==> src/sv/rv32i_dec_pkg.sv <==
// Package with the transaction types and decode constants of the RV32I instruction decoder.
`timescale 1ns / 1ps

package rv32i_dec_pkg;

    typedef struct packed {
        logic [31:0] instr_word;
    } t_dec_in;

    typedef struct packed {
        logic [3:0]         format_class;
        logic [5:0]         operation;
        logic [4:0]         dest_reg;
        logic [4:0]         src1_reg;
        logic [4:0]         src2_reg;
        logic signed [31:0] immediate;
        logic [3:0]         fence_pred;
        logic [3:0]         fence_succ;
    } t_dec_out;

    localparam logic [6:0] OPC_OP       = 7'b0110011;
    localparam logic [6:0] OPC_OP_IMM   = 7'b0010011;
    localparam logic [6:0] OPC_LOAD     = 7'b0000011;
    localparam logic [6:0] OPC_JALR     = 7'b1100111;
    localparam logic [6:0] OPC_STORE    = 7'b0100011;
    localparam logic [6:0] OPC_BRANCH   = 7'b1100011;
    localparam logic [6:0] OPC_LUI      = 7'b0110111;
    localparam logic [6:0] OPC_AUIPC    = 7'b0010111;
    localparam logic [6:0] OPC_JAL      = 7'b1101111;
    localparam logic [6:0] OPC_MISC_MEM = 7'b0001111;
    localparam logic [6:0] OPC_SYSTEM   = 7'b1110011;

    localparam logic [31:0] WORD_ECALL  = 32'h0000_0073;
    localparam logic [31:0] WORD_EBREAK = 32'h0010_0073;

    localparam logic [6:0] F7_ZERO = 7'h00;
    localparam logic [6:0] F7_ALT  = 7'h20;

    localparam logic [3:0] FMT_UNDEF = 4'd0;
    localparam logic [3:0] FMT_R     = 4'd1;
    localparam logic [3:0] FMT_I     = 4'd2;
    localparam logic [3:0] FMT_S     = 4'd3;
    localparam logic [3:0] FMT_B     = 4'd4;
    localparam logic [3:0] FMT_U     = 4'd5;
    localparam logic [3:0] FMT_J     = 4'd6;
    localparam logic [3:0] FMT_FENCE = 4'd7;
    localparam logic [3:0] FMT_ENV   = 4'd8;

    localparam logic [5:0] OP_NONE   = 6'd0;
    localparam logic [5:0] OP_ADD    = 6'd1;
    localparam logic [5:0] OP_SUB    = 6'd2;
    localparam logic [5:0] OP_SLL    = 6'd3;
    localparam logic [5:0] OP_SLT    = 6'd4;
    localparam logic [5:0] OP_SLTU   = 6'd5;
    localparam logic [5:0] OP_XOR    = 6'd6;
    localparam logic [5:0] OP_SRL    = 6'd7;
    localparam logic [5:0] OP_SRA    = 6'd8;
    localparam logic [5:0] OP_OR     = 6'd9;
    localparam logic [5:0] OP_AND    = 6'd10;
    localparam logic [5:0] OP_ADDI   = 6'd11;
    localparam logic [5:0] OP_SLLI   = 6'd12;
    localparam logic [5:0] OP_SLTI   = 6'd13;
    localparam logic [5:0] OP_SLTIU  = 6'd14;
    localparam logic [5:0] OP_XORI   = 6'd15;
    localparam logic [5:0] OP_SRLI   = 6'd16;
    localparam logic [5:0] OP_SRAI   = 6'd17;
    localparam logic [5:0] OP_ORI    = 6'd18;
    localparam logic [5:0] OP_ANDI   = 6'd19;
    localparam logic [5:0] OP_LB     = 6'd20;
    localparam logic [5:0] OP_LH     = 6'd21;
    localparam logic [5:0] OP_LW     = 6'd22;
    localparam logic [5:0] OP_LBU    = 6'd23;
    localparam logic [5:0] OP_LHU    = 6'd24;
    localparam logic [5:0] OP_JALR   = 6'd25;
    localparam logic [5:0] OP_SB     = 6'd26;
    localparam logic [5:0] OP_SH     = 6'd27;
    localparam logic [5:0] OP_SW     = 6'd28;
    localparam logic [5:0] OP_BEQ    = 6'd29;
    localparam logic [5:0] OP_BNE    = 6'd30;
    localparam logic [5:0] OP_BLT    = 6'd31;
    localparam logic [5:0] OP_BGE    = 6'd32;
    localparam logic [5:0] OP_BLTU   = 6'd33;
    localparam logic [5:0] OP_BGEU   = 6'd34;
    localparam logic [5:0] OP_LUI    = 6'd35;
    localparam logic [5:0] OP_AUIPC  = 6'd36;
    localparam logic [5:0] OP_JAL    = 6'd37;
    localparam logic [5:0] OP_FENCE  = 6'd38;
    localparam logic [5:0] OP_FENCEI = 6'd39;
    localparam logic [5:0] OP_ECALL  = 6'd40;
    localparam logic [5:0] OP_EBREAK = 6'd41;

    function automatic logic [5:0] f_op_reg(input logic [2:0] f3);
        logic [5:0] v_op;
        unique case (f3)
            3'd0:    v_op = OP_ADD;
            3'd1:    v_op = OP_SLL;
            3'd2:    v_op = OP_SLT;
            3'd3:    v_op = OP_SLTU;
            3'd4:    v_op = OP_XOR;
            3'd5:    v_op = OP_SRL;
            3'd6:    v_op = OP_OR;
            default: v_op = OP_AND;
        endcase
        return v_op;
    endfunction

    function automatic logic [5:0] f_op_imm(input logic [2:0] f3);
        logic [5:0] v_op;
        unique case (f3)
            3'd0:    v_op = OP_ADDI;
            3'd2:    v_op = OP_SLTI;
            3'd3:    v_op = OP_SLTIU;
            3'd4:    v_op = OP_XORI;
            3'd6:    v_op = OP_ORI;
            3'd7:    v_op = OP_ANDI;
            default: v_op = OP_NONE;
        endcase
        return v_op;
    endfunction

    function automatic logic [5:0] f_op_load(input logic [2:0] f3);
        logic [5:0] v_op;
        unique case (f3)
            3'd0:    v_op = OP_LB;
            3'd1:    v_op = OP_LH;
            3'd2:    v_op = OP_LW;
            3'd4:    v_op = OP_LBU;
            3'd5:    v_op = OP_LHU;
            default: v_op = OP_NONE;
        endcase
        return v_op;
    endfunction

    function automatic logic [5:0] f_op_store(input logic [2:0] f3);
        logic [5:0] v_op;
        unique case (f3)
            3'd0:    v_op = OP_SB;
            3'd1:    v_op = OP_SH;
            3'd2:    v_op = OP_SW;
            default: v_op = OP_NONE;
        endcase
        return v_op;
    endfunction

    function automatic logic [5:0] f_op_branch(input logic [2:0] f3);
        logic [5:0] v_op;
        unique case (f3)
            3'd0:    v_op = OP_BEQ;
            3'd1:    v_op = OP_BNE;
            3'd4:    v_op = OP_BLT;
            3'd5:    v_op = OP_BGE;
            3'd6:    v_op = OP_BLTU;
            3'd7:    v_op = OP_BGEU;
            default: v_op = OP_NONE;
        endcase
        return v_op;
    endfunction

endpackage

==> src/sv/rv32i_dec_stream_if.sv <==
// Valid/ready channel interface that carries one decoder transaction.
`timescale 1ns / 1ps

interface rv32i_dec_stream_if
    import rv32i_dec_pkg::*;
#(
    parameter type t_payload = t_dec_in
);
    logic     valid;
    logic     ready;
    t_payload payload;

    modport source (output valid, output payload, input ready);
    modport sink (input valid, input payload, output ready);
endinterface

==> src/sv/rv32i_instruction_decoder_top.sv <==
// Top level of the RV32I instruction decoder with input and result registers.
// A word is held in the input register, decoded, then held in the result register.
// Throughput: one instruction per cycle unless o_dec stalls; the input and result
// registers form a two-stage pipeline; ready propagates back from the result register.
// Reset: synchronous, active low; it empties both stages but does not clear their data.
`timescale 1ns / 1ps

module rv32i_instruction_decoder_top
    import rv32i_dec_pkg::*;
(
    input  logic                      i_clk,
    input  logic                      i_rst_n,
    rv32i_dec_stream_if.sink          i_instr,
    rv32i_dec_stream_if.source        o_dec
);

    logic      r_in_valid;
    logic [31:0] r_word;
    logic      r_out_valid;
    t_dec_out  r_out;
    t_dec_out  n_out;
    logic      w_out_ready;
    logic      w_in_ready;

    logic [6:0]  w_opc;
    logic [4:0]  w_rd;
    logic [2:0]  w_f3;
    logic [4:0]  w_rs1;
    logic [4:0]  w_rs2;
    logic [6:0]  w_f7;
    logic [31:0] w_imm_i;
    logic [31:0] w_imm_s;
    logic [31:0] w_imm_b;
    logic [31:0] w_imm_j;
    logic [5:0]  w_op_tmp;

    assign w_out_ready = !r_out_valid || o_dec.ready;
    assign w_in_ready  = !r_in_valid || w_out_ready;

    assign i_instr.ready = w_in_ready;
    assign o_dec.valid   = r_out_valid;
    assign o_dec.payload = r_out;

    always_ff @(posedge i_clk) begin
        if (!i_rst_n) begin
            r_in_valid  <= 1'b0;
            r_out_valid <= 1'b0;
        end else begin
            if (w_in_ready) begin
                r_in_valid <= i_instr.valid;
            end
            if (w_out_ready) begin
                r_out_valid <= r_in_valid;
            end
        end
    end

    always_ff @(posedge i_clk) begin
        if (w_in_ready && i_instr.valid) begin
            r_word <= i_instr.payload.instr_word;
        end
        if (w_out_ready && r_in_valid) begin
            r_out <= n_out;
        end
    end

    assign w_opc   = r_word[6:0];
    assign w_rd    = r_word[11:7];
    assign w_f3    = r_word[14:12];
    assign w_rs1   = r_word[19:15];
    assign w_rs2   = r_word[24:20];
    assign w_f7    = r_word[31:25];
    assign w_imm_i = {{20{r_word[31]}}, r_word[31:20]};
    assign w_imm_s = {{20{r_word[31]}}, r_word[31:25], r_word[11:7]};
    assign w_imm_b = {{19{r_word[31]}}, r_word[31], r_word[7], r_word[30:25],
                      r_word[11:8], 1'b0};
    assign w_imm_j = {{11{r_word[31]}}, r_word[31], r_word[19:12], r_word[20],
                      r_word[30:21], 1'b0};

    always_comb begin
        n_out    = '0;
        w_op_tmp = OP_NONE;
        unique case (w_opc)
            OPC_OP: begin
                n_out.format_class = FMT_R;
                n_out.dest_reg     = w_rd;
                n_out.src1_reg     = w_rs1;
                n_out.src2_reg     = w_rs2;
                if (w_f7 == F7_ZERO) begin
                    n_out.operation = f_op_reg(w_f3);
                end else if (w_f7 == F7_ALT && w_f3 == 3'd0) begin
                    n_out.operation = OP_SUB;
                end else if (w_f7 == F7_ALT && w_f3 == 3'd5) begin
                    n_out.operation = OP_SRA;
                end
            end
            OPC_OP_IMM: begin
                n_out.dest_reg  = w_rd;
                n_out.src1_reg  = w_rs1;
                n_out.immediate = w_imm_i;
                if (w_f3 == 3'd1 || w_f3 == 3'd5) begin
                    if (w_f7 == F7_ZERO) begin
                        w_op_tmp = (w_f3 == 3'd1) ? OP_SLLI : OP_SRLI;
                    end else if (w_f7 == F7_ALT && w_f3 == 3'd5) begin
                        w_op_tmp = OP_SRAI;
                    end
                    n_out.operation = w_op_tmp;
                    if (w_op_tmp != OP_NONE) begin
                        n_out.format_class = FMT_R;
                        n_out.src2_reg     = w_rs2;
                    end
                end else begin
                    n_out.format_class = FMT_I;
                    n_out.operation    = f_op_imm(w_f3);
                end
            end
            OPC_LOAD: begin
                n_out.dest_reg     = w_rd;
                n_out.src1_reg     = w_rs1;
                n_out.immediate    = w_imm_i;
                n_out.operation    = f_op_load(w_f3);
                n_out.format_class = (n_out.operation != OP_NONE) ? FMT_I : FMT_UNDEF;
            end
            OPC_JALR: begin
                if (w_f3 == 3'd0) begin
                    n_out.format_class = FMT_I;
                    n_out.operation    = OP_JALR;
                    n_out.dest_reg     = w_rd;
                    n_out.src1_reg     = w_rs1;
                    n_out.immediate    = w_imm_i;
                end
            end
            OPC_STORE: begin
                n_out.src1_reg     = w_rs1;
                n_out.src2_reg     = w_rs2;
                n_out.immediate    = w_imm_s;
                n_out.operation    = f_op_store(w_f3);
                n_out.format_class = (n_out.operation != OP_NONE) ? FMT_S : FMT_UNDEF;
            end
            OPC_BRANCH: begin
                n_out.src1_reg     = w_rs1;
                n_out.src2_reg     = w_rs2;
                n_out.immediate    = w_imm_b;
                n_out.operation    = f_op_branch(w_f3);
                n_out.format_class = (n_out.operation != OP_NONE) ? FMT_B : FMT_UNDEF;
            end
            OPC_LUI: begin
                n_out.format_class = FMT_U;
                n_out.operation    = OP_LUI;
                n_out.dest_reg     = w_rd;
                n_out.immediate    = {r_word[31:12], 12'h000};
            end
            OPC_AUIPC: begin
                n_out.format_class = FMT_U;
                n_out.operation    = OP_AUIPC;
                n_out.dest_reg     = w_rd;
                n_out.immediate    = {r_word[31:12], 12'h000};
            end
            OPC_JAL: begin
                n_out.format_class = FMT_J;
                n_out.operation    = OP_JAL;
                n_out.dest_reg     = w_rd;
                n_out.immediate    = w_imm_j;
            end
            OPC_MISC_MEM: begin
                if (w_rd == 5'd0 && w_rs1 == 5'd0) begin
                    if (w_f3 == 3'd0 && r_word[31:28] == 4'd0) begin
                        n_out.format_class = FMT_FENCE;
                        n_out.operation    = OP_FENCE;
                        n_out.fence_pred   = r_word[27:24];
                        n_out.fence_succ   = r_word[23:20];
                    end else if (w_f3 == 3'd1 && r_word[31:20] == 12'd0) begin
                        n_out.format_class = FMT_FENCE;
                        n_out.operation    = OP_FENCEI;
                    end
                end
            end
            OPC_SYSTEM: begin
                if (r_word == WORD_ECALL) begin
                    n_out.format_class = FMT_ENV;
                    n_out.operation    = OP_ECALL;
                end else if (r_word == WORD_EBREAK) begin
                    n_out.format_class = FMT_ENV;
                    n_out.operation    = OP_EBREAK;
                end
            end
            default: begin
                n_out = '0;
            end
        endcase
    end

`ifndef ASSERT_OFF
    a_accept_fills_stage: assert property (@(posedge i_clk) disable iff (!i_rst_n)
        (i_instr.valid && i_instr.ready) |=> r_in_valid)
        else $error("Accepted transaction did not reach the input register.");

    a_stage_moves_on: assert property (@(posedge i_clk) disable iff (!i_rst_n)
        (r_in_valid && w_out_ready) |=> r_out_valid)
        else $error("Decoded transaction did not reach the result register.");

    a_undef_has_no_op: assert property (@(posedge i_clk) disable iff (!i_rst_n)
        (r_out_valid && r_out.operation == OP_NONE) |->
        (r_out.format_class == FMT_UNDEF || r_out.format_class == FMT_R))
        else $error("Undefined operation carries a defined format class.");

    a_fence_sets_only_on_fence: assert property (@(posedge i_clk) disable iff (!i_rst_n)
        (r_out_valid && (r_out.fence_pred != 4'd0 || r_out.fence_succ != 4'd0)) |->
        (r_out.operation == OP_FENCE))
        else $error("Fence sets reported for a non-FENCE instruction.");

    a_upper_imm_low_zero: assert property (@(posedge i_clk) disable iff (!i_rst_n)
        (r_out_valid && r_out.format_class == FMT_U) |->
        (r_out.immediate[11:0] == 12'h000))
        else $error("Upper immediate has nonzero low bits.");
`endif

endmodule

==> src/flat_wrapper.sv <==
// flat-port wrapper written by rule: the top's interface ports become plain ports
module rv32i_instruction_decoder_top_flat import rv32i_dec_pkg::*;
  (i_clk, i_rst_n, i_instr_valid, i_instr_payload, i_instr_ready, o_dec_valid, o_dec_payload, o_dec_ready);
  rv32i_dec_stream_if #(.t_payload(t_dec_in)) i_instr_i ();
  rv32i_dec_stream_if #(.t_payload(t_dec_out)) o_dec_i ();
  input  logic i_clk;
  input  logic i_rst_n;
  input wire logic [$bits(i_instr_i.valid)-1:0] i_instr_valid;
  input wire logic [$bits(i_instr_i.payload)-1:0] i_instr_payload;
  output wire logic [$bits(i_instr_i.ready)-1:0] i_instr_ready;
  output wire logic [$bits(o_dec_i.valid)-1:0] o_dec_valid;
  output wire logic [$bits(o_dec_i.payload)-1:0] o_dec_payload;
  input wire logic [$bits(o_dec_i.ready)-1:0] o_dec_ready;
  assign i_instr_i.valid = i_instr_valid;
  assign i_instr_i.payload = i_instr_payload;
  assign i_instr_ready = i_instr_i.ready;
  assign o_dec_valid = o_dec_i.valid;
  assign o_dec_payload = o_dec_i.payload;
  assign o_dec_i.ready = o_dec_ready;
  rv32i_instruction_decoder_top u_core (.i_clk(i_clk), .i_rst_n(i_rst_n), .i_instr(i_instr_i), .o_dec(o_dec_i));
endmodule
==> config.mk <==
export PLATFORM = sky130hd
export DESIGN_NAME = rv32i_instruction_decoder_top_flat
export DESIGN_NICKNAME = d
export VERILOG_FILES = /design/src/sv/rv32i_dec_pkg.sv /design/src/sv/rv32i_dec_stream_if.sv /design/src/sv/rv32i_instruction_decoder_top.sv /design/src/flat_wrapper.sv
export SDC_FILE = /design/constraint.sdc
export NUM_CORES = 1
export LEC_CHECK = 0
export ABC_AREA = 0
export BUFFER_PORTS_ARGS = -buffer_cell sky130_fd_sc_hd__buf_2
export CAP_MARGIN = 20
export CORE_MARGIN = 2
export CORE_UTILIZATION = 45
export CTS_CLUSTER_DIAMETER = 80
export DETAILED_ROUTE_END_ITERATION = 12
export GPL_ROUTABILITY_DRIVEN = 0
export GPL_TIMING_DRIVEN = 0
export PLACE_DENSITY = 0.74
export SLEW_MARGIN = 20
export SYNTH_ARGS = -nofsm -noshare
export SYNTH_HDL_FRONTEND = slang
export SYNTH_SLANG_ARGS = --single-unit
==> constraint.sdc <==
create_clock -name i_clk -period 5.6 [get_ports i_clk]
set_clock_uncertainty 0.15 [all_clocks]
set_input_delay 0.28 -clock i_clk [delete_from_list [all_inputs] [get_ports i_clk]]
set_output_delay 0.28 -clock i_clk [all_outputs]
set_load 0.02 [all_outputs]
Word level (Yosys, flattened, before mapping)
Cells that the tools add are included.
Word-level totals
  logic and storage cells: 95
  output and inout bits: 67
  input port bits: 36
  register bits after elaboration: 99
Operators by class
  muxes and demuxes: 35
  reduce and logical (&&, ||, !) cells: 28
  eq/ne operators: 21
Operators with widths (number)
  one-hot mux 32 bit (6 select lines): 1
  one-hot mux 10 bit (11 select lines): 1
  2-to-1 mux 6 bit: 7
  2-to-1 mux 10 bit: 4
  one-hot mux 6 bit (6 select lines): 1
  == test 32 x 21 -> 1 bit (second input constant): 1
  == test 32 x 7 -> 1 bit (second input constant): 1
  2-to-1 mux 32 bit: 1
  one-hot mux 5 bit (2 select lines): 3
  one-hot mux 5 bit (6 select lines): 1
  == test 7 x 6 -> 1 bit (second input constant): 4
  == test 7 bit (second input constant): 4
  one-hot mux 4 bit (7 select lines): 1
  one-hot mux 5 bit (5 select lines): 1
  nonzero test 6 bit: 4
  2-to-1 mux 5 bit: 4
  2-to-1 mux 18 bit: 1
  one-hot mux 5 bit (3 select lines): 1
  == test 7 x 5 -> 1 bit (second input constant): 2
  == test 3 bit (second input constant): 4
  logical NOT 12 bit: 1
  logical NOT 5 bit: 2
  2-to-1 mux 9 bit: 1
  2-to-1 mux 4 bit: 2
  19 further kinds: 31

Longest topological paths before layout
Gate-level depths: netlist (run 1).
  depth in word-level cells: 10
  mapped depth: 8
  depth with buffers taken out: 7

Worst setup path before layout (run 1)
OpenSTA, ideal clock, no wires.
  path kind: register to register
  from: reg u_core.r_out_valid (netlist: u_core.o_dec.valid)
  to: reg u_core.r_out (netlist bit u_core.o_dec.payload[0]) (enable)
  data arrival time: 3.449 ns
  path slack: 1.505 ns
  clock period less this slack: 4.095 ns
  stages on the path, launching flop included: 3
  setup time: 0.496 ns
  required time: 4.954 ns
  path through: dfxtp_1 -> nor2b_1 -> nor2b_1
On the way
  word-level cells in the longest chain between the ends: 3
Ends and longest elaborated chain
  from (decl): line rv32i_instruction_decoder_top.sv:19  | logic r_out_valid;
  from (signal assigned): line rv32i_instruction_decoder_top.sv:53  | r_out_valid <= r_in_valid;
  logical NOT 1 bit: line rv32i_instruction_decoder_top.sv:37  | assign w_out_ready = !r_out_valid || o_dec.ready;
  logical OR 1 bit: line rv32i_instruction_decoder_top.sv:37
  logical AND 1 bit: line rv32i_instruction_decoder_top.sv:62  | if (w_out_ready && r_in_valid) begin
  to (signal assigned): line rv32i_instruction_decoder_top.sv:63  | r_out <= n_out;
  to (decl): line rv32i_instruction_decoder_top.sv:20  | t_dec_out r_out;
Every way passes these cells.
A chain may end at the register's enable or synchronous reset.

==> impl_results.md, run 1 <==
* Status: finished, final reports clean
* Final Slew Violations at 0
* Overall power at 1.47 mW
* Hold Vio Cnt, Final at 0
* Routed vias/inst at 5.35
* Ranking of synthesized cells by area: edfxtp_1 64%, and2_1 3.6%, nand2_1 3.0%
* CTS root buf: clkbuf_8
* Die X at ~100 um
* Initial antenna violation count at 0
* Switch Pwr at 0.382 mW
* Via count at around 3400
* Hold_ws at 117 ps
* Post-layout min period at around 2600 ps
* Worst-Skew Late Latency at 390 ps
* Top-area cell type share of the netlist area at 64.2%
* CTS H-tree lvls at 3
* DRC violations left at 0
* Util after Layout at 59.2%
* Fmax at approximately 380 MHz
* Synthesized cell area at 4540 um^2
* Register bit total from synthesis at 99
* Clock transition at the registers of the reported paths at 110 ps
* VDD IR-drop max at 0.136 mV
* Core area at 9770 um^2
* Routed wire per std cell at 16.1 um
* Comb pwr share at approximately 12%
* Setup ws final at ~3000 ps
* Primary FF master, synth: edfxtp_1
* Row Count at 36
* First-pass GRT wire length at 16.1 mm
* Post-synth net total at 386
* CTS tree: done
* Clk sinks at 99
* FILL cells at 787
* Area of the die at roughly 11000 um^2
* Largest net degree at the start of global routing at 33
* Max Cap Viol at 0
* # diodes at 0
* Clk network pwr share at 28.8%
* Detailed placement HPWL at 7.20 mm
* Drt total wl at 10.2 mm
* Worst min-delay path class: input port to flip-flop
* Initial Util at 46.4%
* Headroom to the max-slew limit at between 40 and 50%
* Asr flop ratio synth at 0%
* Iter 0 DRT Violations at between 500 and 600
* CP Launch Type: flip-flop
* Setup TNS Final at 0 ps
* PostCTS Resize Cnt at 0
* Place WS at around 3100 ps
* Final Cell Area at 5780 um^2
* Seq/Total Area, Yosys at 65.0%
* Placed cell area at 5270 um^2
* Syn Inst Count at 345
* Synth warn at 0
* Sequential power share at 59.7%
* RSZ-0062 raised after global routing: false
* Synth cell types at 60
* Top fanout value on the critical path at 10
* Crit Path Category: flip-flop to flip-flop
* # IOs at 103
* Number of global-route vias before repair at 3201
* Drt first pass iters at 6
* Tcrit/Tclk final at roughly 47%
* WP data arrival at 2580 ps
* # nets final at about 540
* Cell area power density at between 200 and 300 nW/um^2
* Lkg Pwr at roughly 2.3 nW
* Critical path capture point type: flip-flop
* Routed Antenna Nets at 0
* Final setup fails at 0
* Worst-margin pin slew at roughly 800 ps
* Grt ovf at 0
* Post-route insts no fill at 632
* Die Ht at 104 um
* Sw frac at 26.1%
* CP required at 5560 ps
* Internal power at 1.08 mW
* Syn_area_per_cell at 13.2 um^2
* GRT Util Overall at 19.0%
* Dominant cell type by area after synthesis: edfxtp_1
* Synth-to-Final Area Change at 27.4%
* IO Port Bufs at 102
* Number of flops mapped to enable cells by yosys at 97
* Placed Cells at just under 600
* Clk buf depth at 2
* TritonCTS Buffers at 9
* Ratio of cells with drive above 1 in the final layout at about 30%
==> power groups by stage <==
stage	logic, mW	clock network (mW)	registers [mW]
floorplan	0.0582	0	0.924
global placement	0.142	0	0.896
detailed placement	0.149	0	0.894
CTS	0.167	0.431	0.877
global route	0.180	0.459	0.882
finish	0.168	0.423	0.876
==> sequential cells by signal (all words and copies together), names as in the netlist <==
| signal | cells |
|---|---|
| u_core.o_dec.payload | 65 |
| u_core.o_dec.valid | 1 |
| u_core.r_in_valid | 1 |
| u_core.r_word | 32 |
==> cells by family after synthesis <==
family	share of synthesized area, %
AOI/OAI and AO/OA	10.5
xor gates and xnor gates	0.193
adders and majority gates	1.38
buffers and inverters	2.07
DFF	65.0
muxes	0.221
and+or+nand+nor	20.6
==> cells in the final DEF, fill, tap and decap left out, types with 4 or more instances in the layout <==
| cell type | Yosys | routed |
|---|---|---|
| buf_2 | 8 | 110 |
| edfxtp_1 | 97 | 97 |
| nand2_1 | 36 | 36 |
| dlygate4sd3_1 | 0 | 34 |
| and2_1 | 26 | 25 |
| a21oi_1 | 16 | 16 |
| nor2_1 | 13 | 13 |
| o21ai_0 | 12 | 12 |
| nor3_1 | 11 | 11 |
| a21o_1 | 11 | 11 |
| nor2b_1 | 10 | 9 |
| clkbuf_8 | 0 | 9 |
| nand3_1 | 8 | 8 |
| o211ai_1 | 6 | 6 |
| clkbuf_1 | 5 | 5 |
| a22o_1 | 5 | 5 |
| nand4_1 | 5 | 5 |
| ha_1 | 5 | 5 |
| inv_1 | 4 | 4 |
| nor3_2 | 4 | 4 |
| nor4_4 | 4 | 4 |
| nor4_1 | 4 | 4 |
==> path summary, 6_finish.rpt <==
check / slack (ps) / start / to / depth (start not counted)
worst max-delay path: 2990 / u_core.r_word[13] / u_core.o_dec.payload[56] / 8
worst max register to register: 2990 / u_core.r_word[13] / u_core.o_dec.payload[56] / 8
worst min register to register: 410 / u_core.r_in_valid / u_core.o_dec.valid / 1
worst min-delay path: 120 / o_dec_ready / u_core.o_dec.valid / 3
==> area by class of cell <==
class	instances	area [um^2]	share of cell area (%)
well taps	133	166	2.88
clock buffers	9	124	2.14
repair buffers	138	891	15.4
flip-flops and latches	99	2950	51.1
inverters	4	15.0	0.260
clock inverters	7	52.6	0.909
multi-input cells	226	1500	26.0
plain buffers	16	78.8	1.36
==> worst max-delay path, cell delays in order, from the launching register on <==
cell      delay [ps]
edfxtp_1         390
buf_2            220
buf_2            260
inv_1            170
ha_1             290
o211ai_1         350
nor4_1            80
nor4_1           290
nand4_1          140
==> repair_timing <==
action                                  CTS  global route
endpoints found under the setup margin    0             0
hold buffers                             34             0
buffers inserted                          0             0
endpoints found under the hold margin    34             0
==> metal layers <==
layer,up-vias,track usage (%),wire [um]
met2,181,30.3,4910
li1,1609,-,-
met4,0,8.30,239
met3,31,5.01,858
met5,-,0,0
met1,1562,24.4,4190
==> Yosys cell counts (2+ instances only) <==
cell type,n
edfxtp_1,97
nand2_1,36
and2_1,26
a21oi_1,16
nor2_1,13
o21ai_0,12
a21o_1,11
nor3_1,11
nor2b_1,10
buf_2,8
nand3_1,8
o211ai_1,6
a22o_1,5
clkbuf_1,5
ha_1,5
nand4_1,5
inv_1,4
nor3_2,4
nor4_1,4
nor4_4,4
and3_1,3
nand2b_1,3
or3_1,3
a22oi_1,2
a31oi_1,2
a32oi_1,2
and3b_1,2
and4b_1,2
buf_4,2
dfxtp_1,2
o21a_1,2
o21bai_1,2
(Power assumes the default switching activity.)
==> run 2: changes to the inputs <==
Clock period 5.6 ns to 2.7 ns, I/O delays scaled along.
==> impl_results.md, run 2 (synthesized netlist as in run 1, its figures left out) <==
* Status: finished, final reports clean
* Row Count at 36
* Routed wire per std cell at 16.1 um
* Drt first pass iters at 6
* CP required at 2640 ps
* # diodes at 0
* # nets final at between 500 and 600
* Clk sinks at around 100
* Max reg flops at 65
* Headroom to the max-slew limit at ~46%
* Detailed placement HPWL at about 7.2 mm
* GRT Util Overall at 18.7%
* Clk network pwr share at between 20% and 30%
* Clk buf depth at 2
* Overall power at between 3 and 4 mW
* VDD IR-drop max at 0.308 mV
* Ratio of cells with drive above 1 in the final layout at 30.4%
* R2R setup slack at just over 40 ps
* Hold Vio Cnt, Final at 0
* Setup TNS Final at 0 ps
* Final setup fails at 0
* Routed Antenna Nets at 0
* CTS tree: done
* Synth-to-Final Area Change at 27.9%
* Initial antenna violation count at 0
* First-pass GRT wire length at 16.1 mm
* Largest net degree at the start of global routing at 33
* Most frequent cells in the layout: 110 x buf_2, 97 x edfxtp_1, 36 x nand2_1
* Top fanout value on the critical path at 10
* IO Port Bufs at 102
* Critical path capture point type: flip-flop
* Drt total wl at 10.2 mm
* CTS H-tree lvls at 3
* Worst min-delay path class: input port to flip-flop
* Iter 0 DRT Violations at between 500 and 600
* Core area at 9770 um^2
* Die X at 104 um
* Clock transition at the registers of the reported paths at 100 ps
* Internal power at 2.27 mW
* Via count at about 3400
* Crit Path Category: flip-flop to flip-flop
* # IOs at between 100 and 150
* Initial Util at between 40 and 50%
* CTS root buf: clkbuf_8
* Hold Crit Depth at 4
* Worst-margin pin slew at 812 ps
* CP max stage delay at ~400 ps
* Worst-Skew Late Latency at 360 ps
* Tcrit/Tclk final at 98.5%
* Die Ht at 104 um
* Sequential power share at 59.3%
* Worst reg2reg path endpoint: u_core.o_dec.payload[56]
* Routed vias/inst at about 5.4
* Slowest cell on the critical path: edfxtp_1
* Hold EP: u_core.r_in_valid
* Area of the die at 10900 um^2
* Crit Reg-Reg Startpoint: u_core.r_word[13]
* Switch Pwr at 0.801 mW
* Crit-path cells: buf_2 > buf_2 > inv_1 > ha_1 > o211ai_1 > nor4_1 > nor4_1 > nand4_1
* Final Slew Violations at 0
* Leading cell type in the layout, fill and taps excluded: buf_2
* DRC violations left at 0
* Lkg Pwr at 2.31 nW
* Comb pwr share at 11.4%
* RSZ-0062 raised after global routing: false
* Worst Hold Launch: o_dec_ready
* Grt ovf at 0
* Cell area power density at 528 nW/um^2
* Largest delay contributor family on the critical path: buffers and inverters
* CP bufs+invs at 3
* WP data arrival at 2600 ps
* Max Cap Viol at 0
* TritonCTS Buffers at 9
* PostCTS Resize Cnt at 0
* Post-CTS setup repair buffer count at 0
* CP Launch Type: flip-flop
* Post-layout min period at 2660 ps
* Sw frac at 26.1%
* Number of global-route vias before repair at 3274
* Fmax at 376 MHz
* R2R depth at 8
[run 2: metrics by stage]
step,hold slack [ps],cell area (um^2),util [%],worst slack [ps],cells
floorplan,83.9,4550,-,563,345
global placement,162,5220,53.4,227,580
detailed placement,163,5270,53.9,220,582
CTS,0.523,5810,59.4,184,633
global route,49.7,5810,59.4,13.4,633
finish,22.1,5810,59.4,41.5,633
[run 2: final cells by class]
| cell class | count | area (um^2) |
|---|---|---|
| fillers | 781 | 3970 |
| flip-flops and latches | 99 | 2950 |
| multi-input cells | 226 | 1500 |
| repair buffers | 139 | 901 |
| well taps | 133 | 166 |
| clock buffers | 9 | 124 |
| plain buffers | 16 | 78.8 |
| clock inverters | 7 | 67.6 |
| inverters | 4 | 15.0 |
[run 2: timing repair]
item	CTS	global route
hold buffers	35	0
hold endpoints to repair	34	0
endpoints found under the setup margin	0	0
[run 2: worst max-delay path by stage]
stage	from	endpoint	slack, ps	depth (start not counted)
6_report	u_core.r_word[13]	u_core.o_dec.payload[56]	40	8
5_1_grt	u_core.r_word[13]	u_core.o_dec.payload[56]	10	8
4_1_cts	u_core.r_word[13]	u_core.o_dec.payload[56]	180	8
3_5_place_dp	u_core.r_word[13]	u_core.o_dec.payload[56]	220	8
3_3_place_gp	u_core.r_word[13]	u_core.o_dec.payload[56]	230	8
2_1_floorplan	u_core.o_dec.valid	u_core.r_word[0]	560	3
[run 2: power groups by stage]
stage	Combinational, mW	Clock (mW)	Sequential [mW]
finish	0.350	0.900	1.82
floorplan	0.122	0	1.91
global route	0.374	0.987	1.83
detailed placement	0.309	0	1.85
CTS	0.347	0.928	1.82
global placement	0.296	0	1.85
[run 2: worst reg2reg max path, cell delays in order, from the launching register on]
cell and delay, ps:
edfxtp_1 390, buf_2 220, buf_2 270, inv_1 180
ha_1 290, o211ai_1 340, nor4_1 90, nor4_1 320
nand4_1 150
[run 2: routing by layer]
layer,track usage [%],wire [um]
met1,24.3,4150
met4,6.47,246
met2,31.4,5040
met3,3.63,748
met5,0,0
==> run 3: changes to the inputs <==
Settings changed: CTS_BUF_LIST set to sky130_fd_sc_hd__clkbuf_4 sky130_fd_sc_hd__clkbuf_8 sky130_fd_sc_hd__clkbuf_16, SLEW_MARGIN 20 to 30.
Clock period 2.7 ns to 2.85 ns, I/O delays scaled along.
==> impl_results.md, run 3 (synthesized netlist as in run 1, its figures left out) <==
* Iter 0 DRT Violations at between 400 and 500
* Slowest cell on the critical path: edfxtp_1
* CP bufs+invs at 2
* Row Count at 36
* Core area at 9770 um^2
* Most frequent cells in the layout: 110 x buf_2, 97 x edfxtp_1, 36 x nand2_1
* CP Depth at 8
* Final setup fails at 0
* Util after Layout at a little under 60%
* Lkg Pwr at about 2.3 nW
* Top fanout value on the critical path at 10
* First-pass GRT wire length at 16.4 mm
* WP data arrival at 2540 ps
* Hold EP: u_core.r_in_valid
* Clk sinks at a little under 100
* # nets final at 536
* IO Port Bufs at between 100 and 150
* Leading cell type in the layout, fill and taps excluded: buf_2
* Worst reg2reg path endpoint: u_core.o_dec.payload[55]
* CP max stage delay at 490 ps
* Worst-margin pin slew at 833 ps
* Area of the die at 10900 um^2
* CP required at 2810 ps
* Crit Reg-Reg Startpoint: u_core.r_word[14]
* Synth-to-Final Area Change at 28.3%
* Number of global-route vias before repair at 3237
* DRC violations left at 0
* R2R setup slack at 270 ps
* Detailed placement HPWL at 6.96 mm
* Critical path capture point type: flip-flop
* Crit Path Category: flip-flop to flip-flop
* Grt ovf at 0
* Place WS at 382 ps
* Headroom to the max-slew limit at 44.2%
* Final Slew Violations at 0
* RSZ-0062 raised after global routing: false
* Hold_ws at 19.3 ps
* PostCTS Resize Cnt at 0
* Routed wire per std cell at 16.1 um
* Ratio of cells with drive above 1 in the final layout at 30.4%
* FILL cells at ~750
* # diodes at 0
* CP Launch Type: flip-flop
* Initial Util at 46.4%
* # IOs at 103
* CTS root buf: clkbuf_8
* Fmax at 388 MHz
* Status: finished, final reports clean
* GRT Util Overall at around a fifth
* Post-layout min period at around 2600 ps
* Die X at 104 um
* Setup ws final at between 200 and 300 ps
* Placed Cells at 582
* Drt first pass iters at 5
* CTS H-tree lvls at 3
* Clock transition at the registers of the reported paths at around 100 ps
* VDD IR-drop max at a little under 0.3 mV
* Crit-path cells: buf_2 > inv_1 > ha_1 > and4b_1 > a211oi_1 > o32ai_1 > a21oi_1 > nand3_1
* Routed Antenna Nets at 0
* Hold Crit Depth at 4
* Worst Hold Launch: o_dec_ready
* Cell area power density at 500 nW/um^2
* Post-CTS setup repair buffer count at 0
* Worst min-delay path class: input port to flip-flop
* Largest net degree at the start of global routing at 33
* Max reg flops at 65
* Via count at around 3400
* Die Ht at 104 um
* Routed vias/inst at 5.42
* Max Cap Viol at 0
* Drt total wl at slightly above 10 mm
* Setup TNS Final at 0 ps
* CTS tree: done
* R2R depth at 8
* Worst-Skew Late Latency at 370 ps
* Clk buf depth at 2
* Initial antenna violation count at 0
* Post-route insts no fill at 633
* Hold Vio Cnt, Final at 0
* Tcrit/Tclk final at 90.5%
* Largest delay contributor family on the critical path: compound AO/OA/AOI/OAI gates
* TritonCTS Buffers at 9
-- run 3: cell counts in the layout (fill, tap and decap cells not counted) --
No cell type changed its count.
-- run 3: final cells by class --
cell class	count	area, um^2	area share [%]
plain buffers	16	78.8	1.35
well taps	133	166	2.86
flip-flops and latches	99	2950	50.7
multi-input cells	226	1500	25.8
clock inverters	7	67.6	1.16
repair buffers	139	916	15.7
inverters	4	15.0	0.258
clock buffers	9	124	2.13
-- run 3: metrics by stage --
stage | cell area (um^2) | power (mW)
6_report | 5820 | 2.91
3_5_place_dp | 5280 | 2.05
5_1_grt | 5820 | 3.03
2_1_floorplan | 4540 | 1.93
4_1_cts | 5820 | 2.93
3_3_place_gp | 5220 | 2.04
-- run 3: power breakdown --
group,internal [mW],switching (mW),leakage [nW]
clock network,0.338,0.515,0.0989
registers,1.68,0.0434,0.906
logic,0.133,0.203,1.31
total,2.15,0.761,2.32
-- run 3: how the worst max path moves through the flow --
stage / startpoint / to / slack, ps
CTS: u_core.r_word[13] / u_core.o_dec.payload[56] / 350
finish: u_core.r_word[14] / u_core.o_dec.payload[55] / 270
global placement: u_core.o_dec.valid / u_core.o_dec.payload[59] / -440
global route: u_core.r_word[13] / u_core.o_dec.payload[56] / 180
detailed placement: u_core.r_word[13] / u_core.o_dec.payload[56] / 380
floorplan: u_core.o_dec.valid / u_core.o_dec.payload[0] / 20
-- run 3: timing repair --
action | 4_1_cts | 5_1_grt
endpoints found under the hold margin | 34 | 0
hold buffers | 35 | 0
setup endpoints to repair | 0 | 0
-- run 3: routing by layer --
layer | vias to the layer above | part of all wire [%] | wire length (um) | GRT usage [%]
li1 | 1619 | - | - | -
met1 | 1570 | 41 | 4160 | 25.4
met2 | 205 | 48 | 4900 | 30.8
met3 | 40 | 8.1 | 828 | 4.20
met4 | 0 | 3.3 | 337 | 7.05
met5 | - | 0 | 0 | 0
-- run 3: worst reg2reg max path, cell delays in order, from the launching register on --
cell and delay [ps]:
edfxtp_1 490, buf_2 230, inv_1 230, ha_1 240, and4b_1 200, a211oi_1 230
o32ai_1 140, a21oi_1 270, nand3_1 130
